$ cat src/rtl/sha256_digest_engine_core_macros.svh
// Assertion helpers shared by the SHA-256 engine RTL.
`ifndef SHA256_DIGEST_ENGINE_CORE_MACROS_SVH
`define SHA256_DIGEST_ENGINE_CORE_MACROS_SVH
`ifndef SYNTHESIS
`define SDE_ASSERT_SAME(lbl, clk, rst_n, ante, cons) \
  lbl: assert property (@(posedge clk) disable iff (!rst_n) (ante) |-> (cons)) \
    else $error("sha256 engine check failed");
`define SDE_ASSERT_NEXT(lbl, clk, rst_n, ante, cons) \
  lbl: assert property (@(posedge clk) disable iff (!rst_n) (ante) |=> (cons)) \
    else $error("sha256 engine check failed");
`else
`define SDE_ASSERT_SAME(lbl, clk, rst_n, ante, cons)
`define SDE_ASSERT_NEXT(lbl, clk, rst_n, ante, cons)
`endif
`endif

$ cat src/rtl/sha256de_pkg.sv
`default_nettype none
package sha256de_pkg;

  localparam logic OP_ABSORB = 1'b0;
  localparam logic OP_FINISH = 1'b1;

  localparam logic [7:0] PAD_BYTE = 8'h80;
  localparam logic [5:0] LEN_FILL = 6'd56;
  localparam logic [5:0] LAST_FILL = 6'd63;

  typedef logic [31:0] word_t;
  typedef logic [7:0][31:0] hash_t;

  typedef struct packed {
    logic       op;
    logic [7:0] data_byte;
  } in_item_t;

  typedef struct packed {
    logic [31:0] digest_word;
    logic [2:0]  word_index;
    logic        last_word;
  } out_item_t;

  // Index 0 holds the first initial hash word.
  localparam hash_t INIT_H = {
    32'h5be0cd19, 32'h1f83d9ab, 32'h9b05688c, 32'h510e527f,
    32'ha54ff53a, 32'h3c6ef372, 32'hbb67ae85, 32'h6a09e667
  };

  localparam word_t ROUND_K [64] = '{
    32'h428a2f98, 32'h71374491, 32'hb5c0fbcf, 32'he9b5dba5, 32'h3956c25b, 32'h59f111f1,
    32'h923f82a4, 32'hab1c5ed5, 32'hd807aa98, 32'h12835b01, 32'h243185be, 32'h550c7dc3,
    32'h72be5d74, 32'h80deb1fe, 32'h9bdc06a7, 32'hc19bf174, 32'he49b69c1, 32'hefbe4786,
    32'h0fc19dc6, 32'h240ca1cc, 32'h2de92c6f, 32'h4a7484aa, 32'h5cb0a9dc, 32'h76f988da,
    32'h983e5152, 32'ha831c66d, 32'hb00327c8, 32'hbf597fc7, 32'hc6e00bf3, 32'hd5a79147,
    32'h06ca6351, 32'h14292967, 32'h27b70a85, 32'h2e1b2138, 32'h4d2c6dfc, 32'h53380d13,
    32'h650a7354, 32'h766a0abb, 32'h81c2c92e, 32'h92722c85, 32'ha2bfe8a1, 32'ha81a664b,
    32'hc24b8b70, 32'hc76c51a3, 32'hd192e819, 32'hd6990624, 32'hf40e3585, 32'h106aa070,
    32'h19a4c116, 32'h1e376c08, 32'h2748774c, 32'h34b0bcb5, 32'h391c0cb3, 32'h4ed8aa4a,
    32'h5b9cca4f, 32'h682e6ff3, 32'h748f82ee, 32'h78a5636f, 32'h84c87814, 32'h8cc70208,
    32'h90befffa, 32'ha4506ceb, 32'hbef9a3f7, 32'hc67178f2
  };

  function automatic word_t big_sigma0(input word_t x);
    return {x[1:0], x[31:2]} ^ {x[12:0], x[31:13]} ^ {x[21:0], x[31:22]};
  endfunction

  function automatic word_t big_sigma1(input word_t x);
    return {x[5:0], x[31:6]} ^ {x[10:0], x[31:11]} ^ {x[24:0], x[31:25]};
  endfunction

  function automatic word_t small_sigma0(input word_t x);
    return {x[6:0], x[31:7]} ^ {x[17:0], x[31:18]} ^ {3'b000, x[31:3]};
  endfunction

  function automatic word_t small_sigma1(input word_t x);
    return {x[16:0], x[31:17]} ^ {x[18:0], x[31:19]} ^ {10'b0, x[31:10]};
  endfunction

endpackage
`default_nettype wire

$ cat src/rtl/sha256de_sched.sv
`default_nettype none
// Sixteen-word window that first collects the block bytes and then, during the
// rounds, slides forward one expanded schedule word per cycle.
module sha256de_sched (
  input  wire logic               clk_i,
  input  wire logic               byte_en_i,
  input  wire logic [7:0]         byte_i,
  input  wire logic               step_i,
  output sha256de_pkg::word_t     w_o
);

  logic [511:0]        win_q;
  logic [511:0]        win_d;
  sha256de_pkg::word_t w_new;

  // Word j of the window sits at bits 511-32j down.
  assign w_o   = win_q[511:480];
  assign w_new = sha256de_pkg::small_sigma1(win_q[63:32]) + win_q[223:192] +
                 sha256de_pkg::small_sigma0(win_q[479:448]) + win_q[511:480];

  always_comb begin
    win_d = win_q;
    if (byte_en_i) begin
      win_d = {win_q[503:0], byte_i};
    end else if (step_i) begin
      win_d = {win_q[479:0], w_new};
    end
  end

  always_ff @(posedge clk_i) begin
    win_q <= win_d;
  end

endmodule
`default_nettype wire

$ cat src/rtl/sha256de_round.sv
`default_nettype none
// Working variables a..h and the shared round function, applied once a cycle.
module sha256de_round (
  input  wire logic                clk_i,
  input  wire logic                load_i,
  input  wire sha256de_pkg::hash_t init_i,
  input  wire logic                step_i,
  input  wire logic [5:0]          round_i,
  input  wire sha256de_pkg::word_t w_i,
  output sha256de_pkg::hash_t      vars_o
);

  sha256de_pkg::hash_t vars_q;
  sha256de_pkg::hash_t vars_d;
  sha256de_pkg::word_t t1;
  sha256de_pkg::word_t t2;
  sha256de_pkg::word_t ch;
  sha256de_pkg::word_t maj;

  assign vars_o = vars_q;

  always_comb begin
    ch  = (vars_q[4] & vars_q[5]) ^ (~vars_q[4] & vars_q[6]);
    maj = (vars_q[0] & vars_q[1]) ^ (vars_q[0] & vars_q[2]) ^ (vars_q[1] & vars_q[2]);
    t1  = vars_q[7] + sha256de_pkg::big_sigma1(vars_q[4]) + ch +
          sha256de_pkg::ROUND_K[round_i] + w_i;
    t2  = sha256de_pkg::big_sigma0(vars_q[0]) + maj;
    vars_d = vars_q;
    if (load_i) begin
      vars_d = init_i;
    end else if (step_i) begin
      vars_d[7] = vars_q[6];
      vars_d[6] = vars_q[5];
      vars_d[5] = vars_q[4];
      vars_d[4] = vars_q[3] + t1;
      vars_d[3] = vars_q[2];
      vars_d[2] = vars_q[1];
      vars_d[1] = vars_q[0];
      vars_d[0] = t1 + t2;
    end
  end

  always_ff @(posedge clk_i) begin
    vars_q <= vars_d;
  end

endmodule
`default_nettype wire

$ cat src/rtl/sha256_digest_engine_core.sv
// Streaming SHA-256 hasher. Each absorb transfer takes one message byte; the
// 64th byte of a block also starts the compression, which runs one round per
// cycle on a single shared round unit and keeps the input stalled through all
// the rounds and the fold into the hash. A finish transfer pads the message one
// byte per cycle (0x80, zeros, then the 8 length bytes), compressing once or
// twice on the way, and then hands out the eight digest words, word 0 first,
// with last_word set on word 7. A finish therefore keeps the input stalled
// through the padding, the compressions and the digest output, stalls included.
// The next absorb may be taken while the final digest word still waits.
`default_nettype none
`include "sha256_digest_engine_core_macros.svh"
module sha256_digest_engine_core (
  input  wire logic                     clk_i,
  input  wire logic                     rst_ni,
  input  wire logic                     in_valid_i,
  output logic                          in_stall_o,
  input  wire sha256de_pkg::in_item_t   in_item_i,
  output logic                          out_valid_o,
  input  wire logic                     out_stall_i,
  output sha256de_pkg::out_item_t       out_item_o
);

  typedef enum logic [2:0] {
    S_IDLE,
    S_PAD,
    S_LEN,
    S_ROUND,
    S_FOLD,
    S_OUT
  } state_e;

  state_e                  state_q;
  state_e                  ret_q;
  logic [5:0]              fill_q;
  logic [63:0]             total_q;
  logic [5:0]              round_q;
  logic [2:0]              word_q;
  logic                    first_q;
  sha256de_pkg::hash_t     chain_q;
  logic                    out_valid_q;
  sha256de_pkg::out_item_t out_item_q;

  logic                    accept;
  logic                    byte_en;
  logic [7:0]              byte_val;
  logic                    pad_done;
  logic                    start_cmp;
  sha256de_pkg::word_t     w_t;
  sha256de_pkg::hash_t     vars;

  assign accept      = in_valid_i && !in_stall_o;
  assign in_stall_o  = (state_q != S_IDLE);
  assign out_valid_o = out_valid_q;
  assign out_item_o  = out_item_q;
  assign pad_done    = !first_q && (fill_q == sha256de_pkg::LEN_FILL);
  assign start_cmp   = byte_en && (fill_q == sha256de_pkg::LAST_FILL);

  always_comb begin
    byte_en  = 1'b0;
    byte_val = in_item_i.data_byte;
    case (state_q)
      S_IDLE: begin
        byte_en = accept && (in_item_i.op == sha256de_pkg::OP_ABSORB);
      end
      S_PAD: begin
        byte_en  = !pad_done;
        byte_val = first_q ? sha256de_pkg::PAD_BYTE : 8'h00;
      end
      S_LEN: begin
        byte_en  = 1'b1;
        byte_val = total_q[63:56];
      end
      default: begin
        byte_en = 1'b0;
      end
    endcase
  end

  sha256de_sched u_sched (
    .clk_i     (clk_i),
    .byte_en_i (byte_en),
    .byte_i    (byte_val),
    .step_i    (state_q == S_ROUND),
    .w_o       (w_t)
  );

  sha256de_round u_round (
    .clk_i   (clk_i),
    .load_i  (start_cmp),
    .init_i  (chain_q),
    .step_i  (state_q == S_ROUND),
    .round_i (round_q),
    .w_i     (w_t),
    .vars_o  (vars)
  );

  always_ff @(posedge clk_i or negedge rst_ni) begin
    if (!rst_ni) begin
      state_q     <= S_IDLE;
      ret_q       <= S_IDLE;
      fill_q      <= '0;
      total_q     <= '0;
      round_q     <= '0;
      word_q      <= '0;
      first_q     <= 1'b0;
      chain_q     <= sha256de_pkg::INIT_H;
      out_valid_q <= 1'b0;
      out_item_q  <= '0;
    end else begin
      if (out_valid_q && !out_stall_i && (state_q != S_OUT)) begin
        out_valid_q <= 1'b0;
      end
      if (byte_en) begin
        fill_q <= fill_q + 6'd1;
      end
      // The last byte of a block hands control to the rounds.
      if (start_cmp) begin
        round_q <= '0;
        state_q <= S_ROUND;
      end
      case (state_q)
        S_IDLE: begin
          if (accept) begin
            if (in_item_i.op == sha256de_pkg::OP_ABSORB) begin
              total_q <= total_q + 64'd8;
              ret_q   <= S_IDLE;
            end else begin
              first_q <= 1'b1;
              state_q <= S_PAD;
            end
          end
        end
        S_PAD: begin
          first_q <= 1'b0;
          ret_q   <= S_PAD;
          if (pad_done) begin
            state_q <= S_LEN;
          end
        end
        S_LEN: begin
          total_q <= {total_q[55:0], 8'h00};
          ret_q   <= S_OUT;
          word_q  <= '0;
        end
        S_ROUND: begin
          round_q <= round_q + 6'd1;
          if (round_q == 6'd63) begin
            state_q <= S_FOLD;
          end
        end
        S_FOLD: begin
          for (int i = 0; i < 8; i++) begin
            chain_q[i] <= chain_q[i] + vars[i];
          end
          state_q <= ret_q;
        end
        S_OUT: begin
          if (!out_valid_q || !out_stall_i) begin
            out_valid_q            <= 1'b1;
            out_item_q.digest_word <= chain_q[word_q];
            out_item_q.word_index  <= word_q;
            out_item_q.last_word   <= (word_q == 3'd7);
            word_q                 <= word_q + 3'd1;
            if (word_q == 3'd7) begin
              state_q <= S_IDLE;
              chain_q <= sha256de_pkg::INIT_H;
              fill_q  <= '0;
              total_q <= '0;
            end
          end
        end
        default: begin
          state_q <= S_IDLE;
        end
      endcase
    end
  end

  `SDE_ASSERT_NEXT(a_finish_busy, clk_i, rst_ni,
    accept && (in_item_i.op == sha256de_pkg::OP_FINISH), in_stall_o)
  `SDE_ASSERT_NEXT(a_rounds_fold, clk_i, rst_ni,
    (state_q == S_ROUND) && (round_q == 6'd63), state_q == S_FOLD)
  `SDE_ASSERT_SAME(a_last_is_seven, clk_i, rst_ni,
    out_valid_o, out_item_o.last_word == (out_item_o.word_index == 3'd7))

endmodule
`default_nettype wire
$ cat config.mk
export PLATFORM = sky130hd
export DESIGN_NAME = sha256_digest_engine_core
export DESIGN_NICKNAME = d
export VERILOG_FILES = /design/src/rtl/sha256de_pkg.sv /design/src/rtl/sha256de_sched.sv /design/src/rtl/sha256de_round.sv /design/src/rtl/sha256_digest_engine_core.sv
export VERILOG_INCLUDE_DIRS = /design/src /design/src/rtl
export SDC_FILE = /design/constraint.sdc
export NUM_CORES = 2
export LEC_CHECK = 0
export BUFFER_PORTS_ARGS = -buffer_cell sky130_fd_sc_hd__buf_2
export CAP_MARGIN = 20
export CORE_AREA = 8 8 467 354
export CTS_BUF_LIST = sky130_fd_sc_hd__clkbuf_4 sky130_fd_sc_hd__clkbuf_8 sky130_fd_sc_hd__clkbuf_16
export CTS_CLUSTER_DIAMETER = 100
export DETAILED_ROUTE_END_ITERATION = 10
export DIE_AREA = 0 0 475 362
export PLACE_DENSITY_LB_ADDON = 0.25
export SLEW_MARGIN = 20
export SYNTH_ARGS = -nofsm -noshare
export SYNTH_HDL_FRONTEND = slang
export SYNTH_SLANG_ARGS = --single-unit
$ cat constraint.sdc
create_clock -name clk_i -period 17.18 [get_ports clk_i]
set_clock_uncertainty 0.15 [all_clocks]
set_input_delay 0.859 -clock clk_i [delete_from_list [all_inputs] [get_ports clk_i]]
set_output_delay 0.859 -clock clk_i [all_outputs]
set_load 0.03 [all_outputs]
-- Yosys cells after proc, flatten, opt, wreduce, memory -nomap -nowiden
Memories as Yosys holds them, arrays and structs flattened.
Cells that the tools add are included.
- bits in registers: 1147
- ROM bits: 2048
- output and inout bits: 38
- memories: 1
- logic and storage cells: 158
- input bits: 13
- multiplexer cells: 44
- $add $sub $neg: 22
- order comparisons: 2
- eq/ne operators: 15
- bitwise operators: 19
- reduce and logical (&&, ||, !) cells: 27
- memory list (memory ; words ; bits a word ; rd ports ; clocked after Yosys merged registers in ; wr ports ; line ; source):
    (no name shown) ; 64 ; 32 ; 1 ; 0 ; 0 ; sha256de_round.sv:26 ; sha256de_pkg::ROUND_K[round_i] + w_i;
- operators with widths (kind ; number):
    $mux W256 ; 4
    $mux W512 ; 2
    $add A32 B32 Y32 ; 18
    $pmux W256 S2 ; 1
    $xor A32 B32 Y32 ; 9
    $mux W64 ; 4
    $pmux W64 S3 ; 1
    $and A32 B32 Y32 ; 5
    $bmux W32 S3 ; 1
    $mux W32 ; 3
    $add A64 B4 Y64 const B ; 1
    $mux W6 ; 6
    $not A32 Y32 ; 1
    $xor A32 B22 Y32 ; 1
    $xor A32 B29 Y32 ; 1
    $mux W3 ; 10
    $eq A6 B6 Y1 const B ; 3
    $pmux W3 S6 ; 1
    $pmux W8 S2 ; 1
    $add A6 B1 Y6 const B ; 2
    $ne A2 B2 Y1 const B ; 5
    $reduce_bool A2 Y1 ; 5
    $eq A3 B3 Y1 const B ; 3
    $pmux W3 S3 ; 1
    21 further kinds ; 40

-- Longest topological paths before layout
- depth after elaboration: 10
- gate-level depth with buffers: 43
- gate-level depth less buffers: 41

-- Modules after synthesis
A second synthesis with hierarchy kept.
- cells, all modules: 7416
- area total of the unflattened synthesis: 78805.6 µm²
- by module, submodules not included (module ; seq. area each (µm²) ; times used ; area each (µm²) ; cells each):
    sha256_digest_engine_core ; 9554.2 ; 1 ; 29687.2 ; 3413
    sha256de_sched ; 15374.7 ; 1 ; 25951.1 ; 1690
    sha256de_round ; 7687.4 ; 1 ; 23167.2 ; 2313

-- Worst setup path before layout
Ideal clock, no wire load.
- path kind: input-to-reg
- start point: in in_valid_i
- end point: reg u_sched.win_q[0], enable pin
- buffers on the path: 3
- library setup time: 3.668 ns
- slack: 2.925 ns
- data required time: 13.362 ns
- arrival: 10.438 ns
- cell stages on the path: 8
- path through: nor2b_1 -> nor2_1 -> o22a_1 -> or2_2 -> clkbuf_1 -> clkbuf_1 -> clkbuf_1 -> nand2_1
- cells in the longest elaborated chain, start to end: 4
- ends and longest elaborated chain (item ; line ; source):
    start, declared ; sha256_digest_engine_core.sv:15 ; input wire logic in_valid_i,
    $logic_and A1 B1 Y1 ; sha256_digest_engine_core.sv:51 ; assign accept = in_valid_i && !in_stall_o;
    $logic_and A1 B1 Y1 ; sha256_digest_engine_core.sv:63 ; byte_en = accept && (in_item_i.op == sha256de_pkg::OP_ABSORB);
    $pmux W1 S3 ; sha256_digest_engine_core.sv:61 ; case (state_q)
    $reduce_bool A2 Y1 (no line) ; -- ;
    end signal, assigned ; sha256de_sched.sv:31 ; win_q <= win_d;
    end, declared ; sha256de_sched.sv:12 ; logic [511:0] win_q;
No other way between the ends.
A chain may end at the register's enable or synchronous reset.

==> results.tsv <==
metric	value	unit
slew_headroom	17.18	%
drc	0	
hold_viol_final	0	
multi_input_area	41540	um2
wl	245100	um
yosysTopAreaCell	edfxtp_1	
maxCapViolations	0	
setup_viol	0	
post-route-period-util	64.35	%
cp-start-kind	flop	
fillerInstances	14470	
path_max_fanout	21	
synth-seq-cells	1143	
clock_latency	0.79	ns
drt_iter0_markers	7182	
ctsHoldBuffers	1	
hold_end	first_q$_DFFE_PN0P_	
htreeDepth	3	
synth_edf_count	768	
fp.coreArea	158400	um2
synthTopCellsByArea	edfxtp_1 30%, nand2_1 9.1%, dfrtp_1 7.8%	
min_path_cells	3	
clk_pin_slew_worst_paths	0.06	ns
clk_root_buffer_cell	clkbuf_16	
dp_hpwl	178100	um
die_y	362	um
overflow	0	
yosysMostFrequentCell	nand2_1	
r2r-end	u_round.vars_o[31]$_DFFE_PP_	
crit_path_end_kind	flop	
fin_crit	11.06	ns
synth_cells	8005	
syn_to_final_growth	7.686	%
critPathKind	flop to flop	
cts-resized-gates	0	
syn_nets	8611	
worst_pin_slew	1.229	ns
yosys_warnings	0	
avgSynthCellArea	9.601	um2
dr.pass1.iters	6	
antenna_found_initial	6	
synthTopCellsByCount	1872 x nand2_1, 768 x edfxtp_1, 508 x a21oi_1, 467 x o21ai_0, 399 x clkbuf_1	
num-nets-final	8394	
finalWeightedCongestion	1.000	
grt_usage	27.66	%
die-area	172000	um2
timing.fmax	90.45	MHz
grt_pass1_vias	55700	
rows	127	
start_util	48.51	%
crit_required	17.59	ns
grt_pass1_wl	364900	um
r2r_slack	6.12	ns
ys_types	90	
cts_tree	yes	
rsz0062_at_grt	false	
post_cts_buffers	0	
seqCellArea	32630	um2
io_pins	51	
crit_path_max_incr_delay	0.82	ns
synth_top_area_share	30.01	%
worst_hold_slack	0.2929	ns
die_x	475	um
min_path_type	primary input to flop	
ant_nets	0	
vias_per_cell	6.025	
cp_slowest_cell	dfrtp_1	
crit_arrival	11.46	ns
hp-start	in_item_i[8]	
grt_max_degree	239	
seq_area_frac_synth	42.44	%
vias	60370	
drive_above_1_share	8.466	%
ys.flop_type	edfxtp_1	
status	completed	
timing.rr.start	round_q[1]$_DFFE_PN0P_	
synth-async-reset-ratio	32.81	%
wire_per_inst	24.47	um
syn_area	76860	um2
path_common_cell	fa_1	
r2r_cells	33	
io_buffers	50	
cts_buffer_depth	3	
finalSetupTns	0	ns
clock_sinks	1143	
cts_made_buffers	119	
drv_slew	0	
## layout by cell type, fill, tap and decap left out, types with 31 or more instances in the layout
| master | netlist | routed |
|---|---|---|
| ha_1 | 398 | 398 |
| clkinv_2 | 0 | 32 |
| nand2b_1 | 64 | 64 |
| a211oi_1 | 41 | 41 |
| mux2_1 | 157 | 157 |
| o21ai_1 | 116 | 115 |
| nor3_1 | 123 | 122 |
| buf_2 | 9 | 49 |
| or3_1 | 32 | 31 |
| mux4_2 | 72 | 72 |
| xnor2_1 | 370 | 370 |
| inv_1 | 276 | 275 |
| dfstp_2 | 136 | 136 |
| dfrtp_1 | 239 | 234 |
| o21ai_0 | 467 | 467 |
| nand3_1 | 132 | 131 |
| nand2_1 | 1872 | 1869 |
| clkbuf_16 | 0 | 123 |
| nor2b_1 | 48 | 48 |
| a21o_1 | 179 | 179 |
| nor2_1 | 350 | 344 |
| fa_1 | 195 | 195 |
| xor2_1 | 206 | 206 |
| o21a_1 | 63 | 63 |
| o21bai_1 | 45 | 45 |
| a31oi_1 | 60 | 60 |
| mux2_2 | 68 | 68 |
| mux2i_1 | 51 | 51 |
| o31ai_1 | 42 | 42 |
| edfxtp_1 | 768 | 768 |
| and3_1 | 45 | 44 |
| a21oi_1 | 508 | 508 |
| buf_4 | 0 | 68 |
## state kept, by name, summed over array words and instances (netlist names), 2 cells and up
| register | cells |
|---|---|
| u_round.vars_o | 256 |
| out_item_o | 36 |
| u_sched.win_q | 512 |
| state_q | 3 |
| ret_q | 2 |
| round_q | 6 |
| word_q | 3 |
| chain_q | 256 |
| fill_q | 6 |
| total_q | 61 |
## how the worst max path moves through the flow
stage / slack, ns / depth (start not counted) / startpoint / end
floorplan: 2.92 / 8 / in_valid_i / u_sched.win_q[0]$_DFFE_PP_
global placement: 6.45 / 32 / round_q[1]$_DFFE_PN0P_ / u_round.vars_o[30]$_DFFE_PP_
detailed placement: 6.36 / 32 / round_q[1]$_DFFE_PN0P_ / u_round.vars_o[30]$_DFFE_PP_
CTS: 6.39 / 32 / round_q[1]$_DFFE_PN0P_ / u_round.vars_o[30]$_DFFE_PP_
global route: 5.56 / 33 / round_q[1]$_DFFE_PN0P_ / u_round.vars_o[30]$_DFFE_PP_
finish: 6.12 / 33 / round_q[1]$_DFFE_PN0P_ / u_round.vars_o[31]$_DFFE_PP_
## routing by layer
layer	global-route usage (%)	part of all wire, %	vias up
met5	0	0.017	-
met3	7.523	11	291
met4	5.373	1.9	6
met1	45.50	49	29780
li1	-	-	27700
met2	35.56	38	2596
## per-stage QoR
step / utilization (%) / area (um2) / cells / setup slack [ns]
6_report: 52.24 / 82760 / 10020 / 6.125
5_1_grt: 52.24 / 82760 / 10020 / 5.557
4_1_cts: 52.21 / 82720 / 10020 / 6.385
3_5_place_dp: 49.71 / 78760 / 9793 / 6.360
3_3_place_gp: 49.71 / 78760 / 9793 / 6.452
2_1_floorplan: - / 76860 / 8005 / 2.925
## area by class of cell
cell class                      count  area share, %
Antenna cell                        2       0.006047
Clock buffer                      155          4.062
Clock inverter                     68         0.7090
Inverter                          278          1.270
Multi-Input combinational cell   6119          50.20
Sequential cell                  1143          39.43
Tap cell                         2128          3.217
Timing Repair Buffer              127          1.114
## cells by family (layout without fill, tap and decap cells)
family | Yosys count | count (layout) | synth area share [%]
other | 0 | 2 | 0
xor gates and xnor gates | 577 | 577 | 6.593
muxes | 348 | 348 | 6.071
DFF | 1143 | 1143 | 42.44
AOI/OAI and AO/OA | 1779 | 1779 | 14.14
and+or+nand+nor | 2800 | 2800 | 15.27
adders and majority gates | 615 | 615 | 11.85
buffers and inverters | 743 | 628 | 3.643
## worst max-delay path: cells and delay by family (launching register included)
family	cells	cell delay, ns
adders and majority gates	8	3.28
AOI/OAI and AO/OA	12	3.01
and+or+nand+nor	7	1.60
DFF	1	0.82
muxes	2	0.77
buffers and inverters	2	0.75
xor gates and xnor gates	2	0.46
Power is not shown: default switching activity piles up to over one toggle a cycle in this logic, so the estimate is an artifact.
